File: src/design/qprp_pkg.sv
// ----------------------------------------------------------------------------
// qprp_pkg
// Shared widths, register codes and bus types for the quaternion point
// rotate and project pipeline.
// ----------------------------------------------------------------------------
package qprp_pkg;

    // Field widths of the streams and configuration registers.
    localparam int COORD_W    = 16;
    localparam int Q_W        = 16;
    localparam int SCR_W      = 16;

    // Intermediate widths: first product, first Hamilton sum, second product,
    // second Hamilton sum.
    localparam int PROD1_W    = COORD_W + Q_W;
    localparam int P_W        = PROD1_W + 2;
    localparam int PROD2_W    = P_W + Q_W;
    localparam int R_W        = PROD2_W + 2;

    // Screen mapping: rotated values carry 2^-28 scale, the extra halving
    // makes the combined shift 29 bits.
    localparam int FRAC_SHIFT = 29;
    localparam int HP_W       = SCR_W + 1;
    localparam int SUM_W      = R_W + 1;
    localparam int SH_W       = SUM_W - FRAC_SHIFT;

    // Configuration port.
    localparam int APB_AW     = 5;
    localparam int APB_DW     = 32;
    localparam int REG_IDX_W  = 3;

    typedef enum logic [REG_IDX_W-1:0] {
        REG_ROT_W = 3'd0,
        REG_ROT_X = 3'd1,
        REG_ROT_Y = 3'd2,
        REG_ROT_Z = 3'd3,
        REG_PAN_X = 3'd4,
        REG_PAN_Y = 3'd5
    } t_reg_idx;

    // Rotation quaternion in Q1.14.
    typedef struct packed {
        logic signed [Q_W-1:0] w;
        logic signed [Q_W-1:0] x;
        logic signed [Q_W-1:0] y;
        logic signed [Q_W-1:0] z;
    } t_quat;

    // Result of v * conj(q).
    typedef struct packed {
        logic                  pen;
        logic signed [P_W-1:0] p0;
        logic signed [P_W-1:0] p1;
        logic signed [P_W-1:0] p2;
        logic signed [P_W-1:0] p3;
    } t_conj_bus;

    // Rotated x and y, scale 2^-28.
    typedef struct packed {
        logic                  pen;
        logic signed [R_W-1:0] r1;
        logic signed [R_W-1:0] r2;
    } t_rot_bus;

    localparam logic signed [SH_W-1:0] SCR_MAX = SH_W'(2 ** (SCR_W - 1) - 1);
    localparam logic signed [SH_W-1:0] SCR_MIN = -SCR_MAX - SH_W'(1);

    // Clamp a floored screen value to the signed 16-bit range.
    function automatic logic signed [SCR_W-1:0] sat_scr(input logic signed [SH_W-1:0] v);
        logic signed [SCR_W-1:0] res;
        if (v > SCR_MAX) begin
            res = SCR_W'(SCR_MAX);
        end else if (v < SCR_MIN) begin
            res = SCR_W'(SCR_MIN);
        end else begin
            res = SCR_W'(v);
        end
        return res;
    endfunction

endpackage

File: src/design/qprp_screen_stage.sv
// ----------------------------------------------------------------------------
// qprp_screen_stage
// Output register stage: adds half the screen size and the pan offset,
// floors by the combined shift and saturates to signed 16 bits.
// ----------------------------------------------------------------------------
module qprp_screen_stage #(
    parameter int HALF_X = 512,
    parameter int HALF_Y = 384
) (
    input  logic                                i_clk,
    input  logic                                i_rst_n,
    input  logic                                i_valid,
    output logic                                o_ready,
    input  qprp_pkg::t_rot_bus                  i_bus,
    input  logic signed [qprp_pkg::SCR_W-1:0]   i_pan_x,
    input  logic signed [qprp_pkg::SCR_W-1:0]   i_pan_y,
    output logic                                o_valid,
    input  logic                                i_ready,
    output logic                                o_pen,
    output logic signed [qprp_pkg::SCR_W-1:0]   o_scr_x,
    output logic signed [qprp_pkg::SCR_W-1:0]   o_scr_y
);
    import qprp_pkg::*;

    logic                      r_valid;
    logic                      r_pen;
    logic signed [SCR_W-1:0]   r_scr_x;
    logic signed [SCR_W-1:0]   r_scr_y;
    logic signed [HP_W-1:0]    w_off_x;
    logic signed [HP_W-1:0]    w_off_y;
    logic signed [SUM_W-1:0]   w_sum_x;
    logic signed [SUM_W-1:0]   w_sum_y;
    logic signed [SH_W-1:0]    w_sh_x;
    logic signed [SH_W-1:0]    w_sh_y;
    logic                      w_ready;

    assign w_ready = !r_valid || i_ready;
    assign o_ready = w_ready;
    assign o_valid = r_valid;
    assign o_pen   = r_pen;
    assign o_scr_x = r_scr_x;
    assign o_scr_y = r_scr_y;

    // Screen center plus pan, aligned to the rotated values and added exactly.
    always_comb begin
        w_off_x = HP_W'(HALF_X) + HP_W'(i_pan_x);
        w_off_y = HP_W'(HALF_Y) + HP_W'(i_pan_y);
        w_sum_x = (SUM_W'(w_off_x) <<< FRAC_SHIFT) + SUM_W'(i_bus.r1);
        w_sum_y = (SUM_W'(w_off_y) <<< FRAC_SHIFT) + SUM_W'(i_bus.r2);
        // Dropping the low bits of a two's complement value floors it.
        w_sh_x  = w_sum_x[SUM_W-1:FRAC_SHIFT];
        w_sh_y  = w_sum_y[SUM_W-1:FRAC_SHIFT];
    end

    always_ff @(posedge i_clk) begin
        if (!i_rst_n) begin
            r_valid <= 1'b0;
        end else if (w_ready) begin
            r_valid <= i_valid;
        end
    end

    always_ff @(posedge i_clk) begin
        if (w_ready && i_valid) begin
            r_pen   <= i_bus.pen;
            r_scr_x <= sat_scr(w_sh_x);
            r_scr_y <= sat_scr(w_sh_y);
        end
    end

endmodule

File: config.mk
export PLATFORM = sky130hd
export DESIGN_NAME = qprp_screen_stage
export DESIGN_NICKNAME = d
export VERILOG_FILES = /design/src/design/qprp_pkg.sv /design/src/design/qprp_screen_stage.sv
export SDC_FILE = /design/constraint.sdc
export NUM_CORES = 1
export LEC_CHECK = 0
export BUFFER_PORTS_ARGS = -buffer_cell sky130_fd_sc_hd__buf_4
export CORE_ASPECT_RATIO = 0.9
export CORE_MARGIN = 2
export CORE_UTILIZATION = 51
export CTS_BUF_LIST = sky130_fd_sc_hd__clkbuf_2
export CTS_CLUSTER_SIZE = 40
export DETAILED_ROUTE_END_ITERATION = 16
export PLACE_DENSITY_LB_ADDON = 0.3
export SKIP_LAST_GASP = 1
export SYNTH_ARGS = -nofsm -noshare
export SYNTH_HDL_FRONTEND = slang
export SYNTH_SLANG_ARGS = --single-unit
export TNS_END_PERCENT = 50
File: constraint.sdc
create_clock -name i_clk -period 3.9 [get_ports i_clk]
set_clock_uncertainty 0.15 [all_clocks]
set_input_delay 0.195 -clock i_clk [delete_from_list [all_inputs] [get_ports i_clk]]
set_output_delay 0.195 -clock i_clk [all_outputs]
set_load 0.02 [all_outputs]
== After elaboration in Yosys (flattened, before gate mapping) ==
Cells that the tools add are included.

* Add/subtract/negate cells: 4
* Magnitude comparators: 4
* Mux-type cells: 2
* Reductions and logical operators: 3

{| class="wikitable"
|+ Operator list
! kind !! count
|-
| 46-bit by 52-bit adder with 53-bit output || 2
|-
| 24-bit by 16-bit greater-than comparator with 1-bit output (second input constant) || 2
|-
| 24-bit by 16-bit less-than comparator with 1-bit output (second input constant) || 2
|-
| 16-bit 2-to-1 mux || 2
|-
| 10-bit by 16-bit adder with 17-bit output (first input constant) || 1
|-
| 11-bit by 16-bit adder with 17-bit output (first input constant) || 1
|-
| 1-bit logical AND || 1
|-
| 1-bit zero test || 1
|-
| 1-bit logical OR || 1
|}

* Flip-flop bits (word level): 34
* Input bits: 141
* Output and inout port bits: 35
* Logic and storage cells: 17

== Longest topological paths before layout ==
Gate-level depths: netlist (run 1).

* Depth after elaboration: 4
* Mapped depth: 16
* Mapped depth without buffers: 15

== Worst setup path before layout (run 1) ==
Ideal clock, no wire load.

* Kind: input to register
* Start: input port i_pan_x[13] (netlist bit)
* End: register r_scr_x[5], in the netlist o_scr_x[5] (data pin)
* Setup time: 0.271 ns
* Data arrival time: 3.197 ns
* Data required time: 3.479 ns
* Path slack: 0.282 ns
* Stages on the path: 15
* Buffers on the path: 2
* Cell sequence: nand3_1 > nor2_1 > a21boi_0 > ha_1 > clkbuf_1 > a21oi_1 > nand2_1 > a211oi_1 > o21ai_0 > a211oi_1 > xor2_1 > nand4b_1 > o31ai_1 > clkbuf_1 > o21ai_0

* Cells in the longest elaborated chain, start to end: 4
* Elaborated cells between the ends (all ways): 5
* Those cells by class: add/sub (2); order compare (2); mux (1)

{| class="wikitable"
|+ Ends and longest elaborated chain
! element !! line !! text
|-
| from (decl) || qprp_screen_stage.sv:15 || <nowiki>input logic signed [qprp_pkg::SCR_W-1:0] i_pan_x,</nowiki>
|-
| 11-bit by 16-bit adder with 17-bit output (*) || qprp_screen_stage.sv:46 || <nowiki>w_off_x = HP_W'(HALF_X) + HP_W'(i_pan_x);</nowiki>
|-
| 46-bit by 52-bit adder with 53-bit output (*) || qprp_screen_stage.sv:48 || <nowiki>w_sum_x = (SUM_W'(w_off_x) <<< FRAC_SHIFT) + SUM_W'(i_bus.r1);</nowiki>
|-
| 24-bit by 16-bit less-than comparator with 1-bit output || qprp_pkg.sv:73 || <nowiki>end else if (v < SCR_MIN) begin</nowiki>
|-
| 16-bit 2-to-1 mux || qprp_pkg.sv:73 ||
|-
| to (signal assigned) || qprp_screen_stage.sv:66 || <nowiki>r_scr_x <= sat_scr(w_sh_x);</nowiki>
|-
| to (decl) || qprp_screen_stage.sv:27 || <nowiki>logic signed [SCR_W-1:0] r_scr_x;</nowiki>
|}

Every way passes the cells marked *; elsewhere a longest branch is shown, timed or not.
A chain may end at the register's enable or synchronous reset.

== Worst setup path after layout (run 1) ==
* Start: input port i_pan_y[7] (netlist bit)
* End: register r_scr_y[5], in the netlist o_scr_y[5] (data pin)

* Cells in the longest elaborated chain, start to end: 4
* Elaborated cells between the ends (all ways): 5
* Those cells by class: add/sub (2); order compare (2); mux (1)

{| class="wikitable"
|+ Ends and longest elaborated chain
! element !! line !! text
|-
| from (decl) || qprp_screen_stage.sv:16 || <nowiki>input logic signed [qprp_pkg::SCR_W-1:0] i_pan_y,</nowiki>
|-
| 10-bit by 16-bit adder with 17-bit output (*) || qprp_screen_stage.sv:47 || <nowiki>w_off_y = HP_W'(HALF_Y) + HP_W'(i_pan_y);</nowiki>
|-
| 46-bit by 52-bit adder with 53-bit output (*) || qprp_screen_stage.sv:49 || <nowiki>w_sum_y = (SUM_W'(w_off_y) <<< FRAC_SHIFT) + SUM_W'(i_bus.r2);</nowiki>
|-
| 24-bit by 16-bit less-than comparator with 1-bit output || qprp_pkg.sv:73 ||
|-
| 16-bit 2-to-1 mux || qprp_pkg.sv:73 ||
|-
| to (signal assigned) || qprp_screen_stage.sv:67 || <nowiki>r_scr_y <= sat_scr(w_sh_y);</nowiki>
|-
| to (decl) || qprp_screen_stage.sv:28 || <nowiki>logic signed [SCR_W-1:0] r_scr_y;</nowiki>
|}

Marked as above.

==> out/results.ini, run 1 <==
[outcome]
status=completed

[critical_path]
crit_path_end_kind=flip-flop
path_cells=buf_4 > inv_1 > ha_1 > nor2_1 > nand3_1 > xnor2_1 > ha_1 > a21oi_1 > buf_4 > nand2_1 > a2111oi_2 > nor3b_1 > or4b_1 > nor4b_1 > a21oi_1 > buf_12 > o21ai_0
critPathLaunchType=primary input
crit_type=primary input to flip-flop
cpPeakStageDelay_ns=0.48
worstPathArrival_ns=3.60
path_buf_inv=4
path_delay_family=simple AND/OR/NAND/NOR gates
crit_required_ns=3.95
crit_slowest_cell=or4b_1
crit_fanout=15

[detailed_routing]
drc_errors=0
vias=4137
wl_um=10380
routed_via_density=5.746
wire_per_inst_um=14.41
drt_iter0_drc=288
dr.pass1.iters=5
drt.antenna.violating_nets=0

[clocking]
worst_skew_pair.late_latency_ns=0.34
clockBufferDepth=2
numClockSinks=34
h-tree-depth=2
cts_tree=built
cts_root_buffer=clkbuf_2
path_clk_slew_ns=0.15
numCtsBuffers=5
cts_setup_buffers=0

[finish]
multiInputGateArea_um2=3043
seqCellArea_um2=1011
drive_above_1_share_pct=26.73
final_cell_mix=buf_4 (132), ha_1 (50), nand2_1 (46), o21ai_0 (44), a21oi_1 (41)
postLayoutCoreUtil_pct=66.62
antenna_cells=0
fillers=677
layout.nets=813
syn2layout_area_growth_pct=27.35
final_common_cell=buf_4

[placement]
hpwl_um=8642
place_ws_ns=-0.02553
gp_congestion=0.9202
portBuffers=117

[sta]
final_hold_viol_count=0
setup_viol=0
fin_tns_setup_ns=0
final-max-slew-violation-count=0
setup_ws_ns=0.3429
period_share_pct=91.21
tightest_slew_ns=0.4887
worst_slew_margin_rel_pct=67.08
period_minus_slack_ns=3.557
fmax_mhz=281.1
grt_setup_unrepaired=false

[pwr]
power.leakage_nw=2.349
peakVddDrop_uv=103.9
power_density_nw_per_um2=276.6

[synthesis]
synth-simple-area-share_pct=17.75
synth-xor-area-share_pct=8.758
ys.flop_type=edfxtp_1
yosys_register_bits=34
ys_types=66
ys_seq_area_share_pct=24.07
synth-compound-area-share_pct=29.10
synth_top_family_by_area=compound AO/OA/AOI/OAI gates
syn_area_um2=4200
synthMuxAreaShare_pct=0.9830
yosys.area_share.adder_pct=15.85
synth-edff-count=33
ys_warn_count=0
synth-async-reset-ratio_pct=0
syn_nets=679
syn_avg_cell_area_um2=8.643
syn_inst=486

[die]
ios=176
die_w_um=99.66
core_um2=8029
initial_core_util_pct=52.31
die_h_um=90.10
row_count=31
dieArea_um2=8979

[global_route]
grt_pass1_vias=3868
grt_overflow=0
track_usage_pct=22.65
antenna_found_initial=0
grt_max_degree=34
grt_pass1_wl_um=17190

[run]
maxCapViolCount=0

[worst_hold_path]
holdCritPathClass=primary input to flip-flop

## cell usage after synthesis, types with 3 or more instances
cell type,instances,area (um^2)
xnor2_1,18,157.7
o211ai_1,9,67.56
o31ai_1,3,22.52
o21a_1,5,37.54
mux2i_1,3,30.03
or3_1,6,37.54
nand2b_1,10,62.56
a31oi_1,3,18.77
xor2_1,24,210.2
nor2_1,24,90.09
inv_1,19,71.32
nand2_1,46,172.7
o21ai_0,44,220.2
buf_6,3,33.78
clkbuf_1,4,15.01
o21ai_2,10,87.58
o221ai_1,3,26.28
nand3_1,24,120.1
edfxtp_1,33,991.0
a21o_1,15,112.6
and3_1,4,25.02
a211oi_1,14,105.1
a21boi_0,5,37.54
a311oi_1,3,26.28
a21oi_1,41,205.2
nor2b_1,5,31.28
nand4_1,3,18.77
o21bai_1,4,30.03
ha_1,50,625.6
nor3_1,6,30.03
## cell families after synthesis
group	after synthesis
compound gates	178
xor+xnor	42
buf+inv	29
simple gates	147
mux	4
flops	34
fa+ha+maj	52
## flip-flops by register name (all words and copies together), names as in the netlist
register  cells
o_scr_x      16
o_pen         1
o_valid       1
o_scr_y      16
## worst min-delay path: cells and delay by family
family	cells	cell delay [ns]
buffers and inverters	2	0.12
adders and majority gates	1	0.10
AOI/OAI and AO/OA	1	0.11
## layout make-up
class,instances,area share [%]
clock buffer,7,0.6550
clock inverter,1,0.07018
inverter,19,1.333
multi-input combinational,423,56.89
sequential,34,18.90
tap,99,2.316
timing repair buffer,137,19.84
## stage by stage
| step | power (mW) | cell area [um^2] | std cells | hold slack (ns) |
|---|---|---|---|---|
| floorplan | 1.046 | 4200 | 486 | 0.1439 |
| global placement | 1.291 | 5280 | 709 | 0.2267 |
| detailed placement | 1.316 | 5280 | 709 | 0.2279 |
| CTS | 1.475 | 5349 | 720 | 0.1293 |
| global route | 1.584 | 5349 | 720 | 0.1348 |
| finish | 1.480 | 5349 | 720 | 0.1375 |
## power breakdown
group,internal (mW),switching (mW),total [mW]
registers,0.459,0.0112,0.470
clock network,0.0481,0.114,0.162
logic,0.377,0.471,0.847
total,0.884,0.596,1.48
## worst paths after layout
path	from	endpoint	slack, ns	depth (start not counted)
hold / removal	i_pan_y[0]	o_scr_y[0]$_SDFFCE_PN1P_	0.14	4
hold reg to reg	o_valid$_SDFFE_PN0N_	o_scr_x[2]$_SDFFCE_PN1P_	0.92	3
setup reg to reg	o_valid$_SDFFE_PN0N_	o_scr_y[5]$_SDFFCE_PN1P_	2.46	3
setup / recovery	i_pan_y[7]	o_scr_y[5]$_SDFFCE_PN1P_	0.34	17
## repair_timing
action,4_1_cts,5_1_grt
resized for setup,0,0
hold endpoints to repair,2,0
hold buffers,3,0
setup endpoints to repair,0,0
## metal layers
layer,share of wire [%],vias to the layer above,routed length [um],track usage [%]
li1,-,2116,-,-
met3,3.8,16,395,2.100
met1,45,1864,4706,30.45
met5,0,-,0,0
met4,1.7,0,174,5.936
met2,49,141,5100,38.91
No activity file was read; power rests on OpenSTA's default activity.
==> run 2, diff against run 1 <==
--- a/config.mk
+++ b/config.mk
@@ -6,7 +6,7 @@
 export NUM_CORES = 1
 export LEC_CHECK = 0
 export BUFFER_PORTS_ARGS = -buffer_cell sky130_fd_sc_hd__buf_4
-export CORE_ASPECT_RATIO = 0.9
+export CORE_ASPECT_RATIO = 1.25
 export CORE_MARGIN = 2
 export CORE_UTILIZATION = 51
 export CTS_BUF_LIST = sky130_fd_sc_hd__clkbuf_2
==> run 2 against run 1 <==
- first-iteration DRC count decreased by 56%
- via count increased by 1.0%
- die area about the same
- core utilization decreased by 0.78 points
- combinational power decreased by 1%
==> out/results.ini, run 2 (synthesis gave the netlist of run 1 again) <==
[run]
maxCapViolCount=0

[critical_path]
crit_path_end_kind=flip-flop
worstPathArrival_ns=3.59
crit_fanout=15
crit_required_ns=3.98
crit_type=primary input to flip-flop
critPathLaunchType=primary input

[detailed_routing]
drt_iter0_drc=126
drc_errors=0
wl_um=10440
vias=4180
wire_per_inst_um=14.58
dr.pass1.iters=5
routed_via_density=5.838
drt.antenna.violating_nets=0

[clocking]
cts_tree=built
cts_setup_buffers=0
path_clk_slew_ns=0.17
worst_skew_pair.late_latency_ns=0.37
clockBufferDepth=2
numClockSinks=34
numCtsBuffers=5
h-tree-depth=2
cts_root_buffer=clkbuf_2

[finish]
drive_above_1_share_pct=26.49
fin_area_um2=5334
syn2layout_area_growth_pct=26.99
layout.nets=811
antenna_cells=0
final_common_cell=buf_4
fillers=669
final_cell_mix=buf_4 (130), ha_1 (50), nand2_1 (46), o21ai_0 (44), a21oi_1 (41)

[placement]
place_ws_ns=-0.1721
gp_congestion=0.9462
place_area_um2=5263
portBuffers=117
hpwl_um=8920

[worst_hold_path]
holdCritPathClass=primary input to flip-flop

[global_route]
track_usage_pct=23.25
antenna_found_initial=0
grtUsageMet1_pct=26.57
use_met2_pct=44.81
grt_pass1_wl_um=17270
grt_use_met3_pct=2.741
grt_pass1_vias=4015
grt_max_degree=18
busiest_layer=met2
grt_overflow=0

[sta]
fin_tns_setup_ns=0
setup_ws_ns=0.3946
tightest_slew_ns=0.7082
worst_slew_margin_rel_pct=52.78
final-max-slew-violation-count=0
period_share_pct=89.88
grt_setup_unrepaired=false
setup_viol=0
fmax_mhz=285.3
period_minus_slack_ns=3.505
final_hold_viol_count=0

[die]
initial_core_util_pct=51.85
row_count=37
dieArea_um2=8982
die_w_um=85.17
die_h_um=105.5
ios=176
core_um2=8102

[pwr]
power_density_nw_per_um2=276.4
peakVddDrop_uv=193.4
power.leakage_nw=2.336

[outcome]
status=completed

## run 2: cell count changes in the layout (fill, tap and decap cells not counted)
cell / previous run / this run
a21boi_1: 0 / 1
clkbuf_2: 7 / 5
buf_4: 132 / 130
clkinvlp_4: 0 / 1
a21boi_0: 5 / 4
clkinv_2: 0 / 1
## run 2: timing repair
item                                   CTS  global route
gates resized for setup                  0             1
endpoints found under the hold margin    2             0
hold buffers                             3             0
setup endpoints to repair                0            15
## run 2: path summary, 6_finish.rpt
check	start	endpoint	slack, ns	depth (start not counted)
setup reg to reg	o_valid$_SDFFE_PN0N_	o_scr_x[13]$_SDFFCE_PN1P_	1.96	3
setup / recovery	i_bus[29]	o_scr_y[3]$_SDFFCE_PN1P_	0.39	13
hold / removal	i_pan_y[0]	o_scr_y[0]$_SDFFCE_PN1P_	0.11	4
hold reg to reg	o_valid$_SDFFE_PN0N_	o_scr_y[3]$_SDFFCE_PN1P_	1.05	2
## run 2: per-stage QoR
| stage | std cells | hold WS [ns] | total power, mW | utilization (%) |
|---|---|---|---|---|
| finish | 716 | 0.1096 | 1.474 | 65.84 |
| detailed placement | 705 | 0.2262 | 1.316 | 64.96 |
| floorplan | 486 | 0.1439 | 1.046 | - |
| global route | 716 | 0.1138 | 1.586 | 65.84 |
| global placement | 705 | 0.2239 | 1.295 | 64.96 |
| CTS | 716 | 0.09602 | 1.477 | 65.84 |
## run 2: worst max-delay path, stage by stage
cell and delay, ns:
buf_4 0.11, ha_1 0.22, fa_1 0.41, a21o_2 0.22, a221oi_2 0.33, o21bai_2 0.19
a2111oi_2 0.50, nor3b_1 0.14, or4b_1 0.48, nor4b_1 0.27, a21oi_1 0.16, buf_12 0.18
o21ai_0 0.17
## run 2: where the power goes
part           leakage [nW]  internal (mW)  switching, mW
Combinational          2.00          0.374          0.464
Sequential            0.305          0.460         0.0171
Clock                0.0264         0.0408          0.118
Total                  2.34          0.875          0.599
## run 2: final cells by class
cell class	count	area (um^2)	share of cell area [%]
Tap cell	97	121.4	2.275
Sequential cell	34	1011	18.95
Multi-Input combinational cell	423	3043	57.05
Clock inverter	3	16.27	0.3049
Clock buffer	5	25.02	0.4692
Inverter	19	71.32	1.337
Timing Repair Buffer	135	1046	19.61
## run 2: layer usage
layer | routed length, um | up-vias | part of all wire, %
met4 | 176 | 0 | 1.7
met1 | 4140 | 1908 | 40
met3 | 689 | 17 | 6.6
met2 | 5434 | 148 | 52
li1 | - | 2107 | -
met5 | 0 | - | 0
==> run 3, diff against run 2 <==
--- a/config.mk
+++ b/config.mk
@@ -6,9 +6,10 @@
 export NUM_CORES = 1
 export LEC_CHECK = 0
 export BUFFER_PORTS_ARGS = -buffer_cell sky130_fd_sc_hd__buf_4
+export CAP_MARGIN = 15
 export CORE_ASPECT_RATIO = 1.25
 export CORE_MARGIN = 2
-export CORE_UTILIZATION = 51
+export CORE_UTILIZATION = 46
 export CTS_BUF_LIST = sky130_fd_sc_hd__clkbuf_2
 export CTS_CLUSTER_SIZE = 40
 export DETAILED_ROUTE_END_ITERATION = 16
==> constraint.sdc (replaced) <==
create_clock -name i_clk -period 2.84 [get_ports i_clk]
set_clock_uncertainty 0.15 [all_clocks]
set_input_delay 0.142 -clock i_clk [delete_from_list [all_inputs] [get_ports i_clk]]
set_output_delay 0.142 -clock i_clk [all_outputs]
set_load 0.02 [all_outputs]
==> run 3 against run 2 <==
- the run now ends with setup timing left
- non-clock buffer count grew 120
- largest power group unchanged
- register-to-register slack lost 0.59 ns
- first-iteration DRC count grew 37%
- largest cell class unchanged
- critical endpoint is now o_scr_y[8]$_SDFFCE_PN1P_
- die area grew 10%
==> out/results.ini, run 3 (synthesis gave the netlist of run 1 again) <==
[critical_path]
crit_fanout=7
crit_path_end_kind=flip-flop
worstPathArrival_ns=3.24
critPathLaunchType=primary input
crit_required_ns=2.86
crit_type=primary input to flip-flop

[finish]
final_common_cell=buf_4
fin_area_um2=6824
multiInputGateArea_um2=3486
layout.nets=932
syn2layout_area_growth_pct=62.47
fillers=625
seqCellArea_um2=1011
antenna_cells=0
stdcell_count=863
final_cell_mix=buf_4 (246), ha_1 (44), nand2_1 (41), edfxtp_1 (33), a21oi_1 (31)
drive_above_1_share_pct=47.57

[clocking]
cts_root_buffer=clkbuf_2
worst_skew_pair.late_latency_ns=0.40
h-tree-depth=2
cts_tree=built
clockBufferDepth=2
numClockSinks=34
path_clk_slew_ns=0.19
numCtsBuffers=5

[die]
die_h_um=110.8
die_w_um=89.47
dieArea_um2=9916
initial_core_util_pct=46.53
row_count=39
ios=176
core_um2=9027

[placement]
placed_cells=841
hpwl_um=10340
place_ws_ns=-0.9533
portBuffers=117
gp_congestion=0.9397
place_area_um2=6445

[sta]
fmax_mhz=310.9
tightest_slew_ns=0.4549
final_hold_viol_count=0
grt_setup_unrepaired=true
setup_ws_ns=-0.3760
worst_slew_margin_rel_pct=69.47
period_share_pct=113.2
setup_viol=30
final-max-slew-violation-count=0
period_minus_slack_ns=3.216

[detailed_routing]
wire_per_inst_um=14.96
drt.antenna.violating_nets=0
wl_um=12910
dr.pass1.iters=5
drc_errors=0
drt_iter0_drc=173
routed_via_density=5.570
vias=4807

[run]
maxCapViolCount=0

[global_route]
grt_pass1_vias=4781
grt_overflow=0
antenna_found_initial=0
track_usage_pct=24.74
grt_max_degree=34
grt_pass1_wl_um=20080

[pwr]
peakVddDrop_uv=212.0
power.leakage_nw=3.042
power_density_nw_per_um2=386.4

[worst_hold_path]
holdCritPathClass=primary input to flip-flop

[outcome]
violations=setup timing
status=finished with violations

==> run 3: changes by cell type in the layout (fill, tap and decap cells not counted), sizes merged <==
| cell | previous run | this run |
|---|---|---|
| clkinv | 2 | 1 |
| clkbuf | 5 | 6 |
| a21oi | 41 | 42 |
| bufinv | 0 | 2 |
| clkinvlp | 1 | 0 |
| buf | 132 | 251 |
==> run 3: critical path, cell delays in order <==
cell and delay (ns):
buf_12 0.09, inv_12 0.03, ha_4 0.16, nor2_4 0.12
nand3_2 0.09, xnor2_2 0.14, ha_1 0.36, buf_6 0.15
buf_4 0.13, nand4_1 0.15, o221ai_1 0.15, a211oi_2 0.25
o221ai_1 0.17, or3_4 0.41, o41ai_4 0.29, buf_4 0.19
clkbuf_16 0.15, o21ai_2 0.05
==> run 3: through the flow <==
stage	hold WS, ns	setup TNS (ns)	power (mW)	util [%]
3_3_place_gp	0.1729	-16.14	2.069	71.39
6_report	0.03034	-8.253	2.637	75.59
3_5_place_dp	0.1762	-20.02	2.113	71.39
4_1_cts	0.03162	-5.056	2.560	73.64
5_1_grt	0.04849	-11.50	2.791	75.59
2_1_floorplan	0.09087	-4.201	1.525	-
==> run 3: worst paths after layout <==
path | cells after the start | slack, ns | endpoint | start
max | 18 | -0.38 | o_scr_y[8]$_SDFFCE_PN1P_ | i_pan_y[8]
min | 4 | 0.03 | o_scr_x[0]$_SDFFCE_PN1P_ | i_pan_x[0]
max reg2reg | 3 | 1.37 | o_scr_y[15]$_SDFFCE_PN0P_ | o_valid$_SDFFE_PN0N_
min reg2reg | 3 | 0.96 | o_pen$_DFFE_PP_ | o_valid$_SDFFE_PN0N_
==> run 3: metal layers <==
metal / GRT usage [%] / wire length (um)
met5: 0 / 0
met4: 6.667 / 320
met3: 2.755 / 571
met2: 49.09 / 7223
met1: 26.02 / 4791
==> run 3: repair_timing <==
action / CTS / global route
hold endpoints to repair: 2 / 0
gates cloned: 1 / 1
gates resized for setup: 8 / 30
setup buffers: 4 / 5
setup endpoints to repair: 30 / 31
pin swaps: 7 / 23
hold buffers: 3 / 0
==> run 3: final cells by class <==
cell class / count / area share (%)
clock buffers: 5 / 0.3667
clock inverters: 3 / 1.008
repair buffers: 255 / 29.13
inverters: 19 / 1.338
well taps: 123 / 2.255
multi-input cells: 424 / 51.08
flip-flops and latches: 34 / 14.81
==> run 3: power by group <==
group	internal [mW]	total [mW]	leakage (nW)	switching [mW]
registers	0.631	0.651	0.305	0.0200
clock network	0.239	0.413	0.0532	0.174
logic	0.774	1.57	2.68	0.800
total	1.64	2.64	3.04	0.994
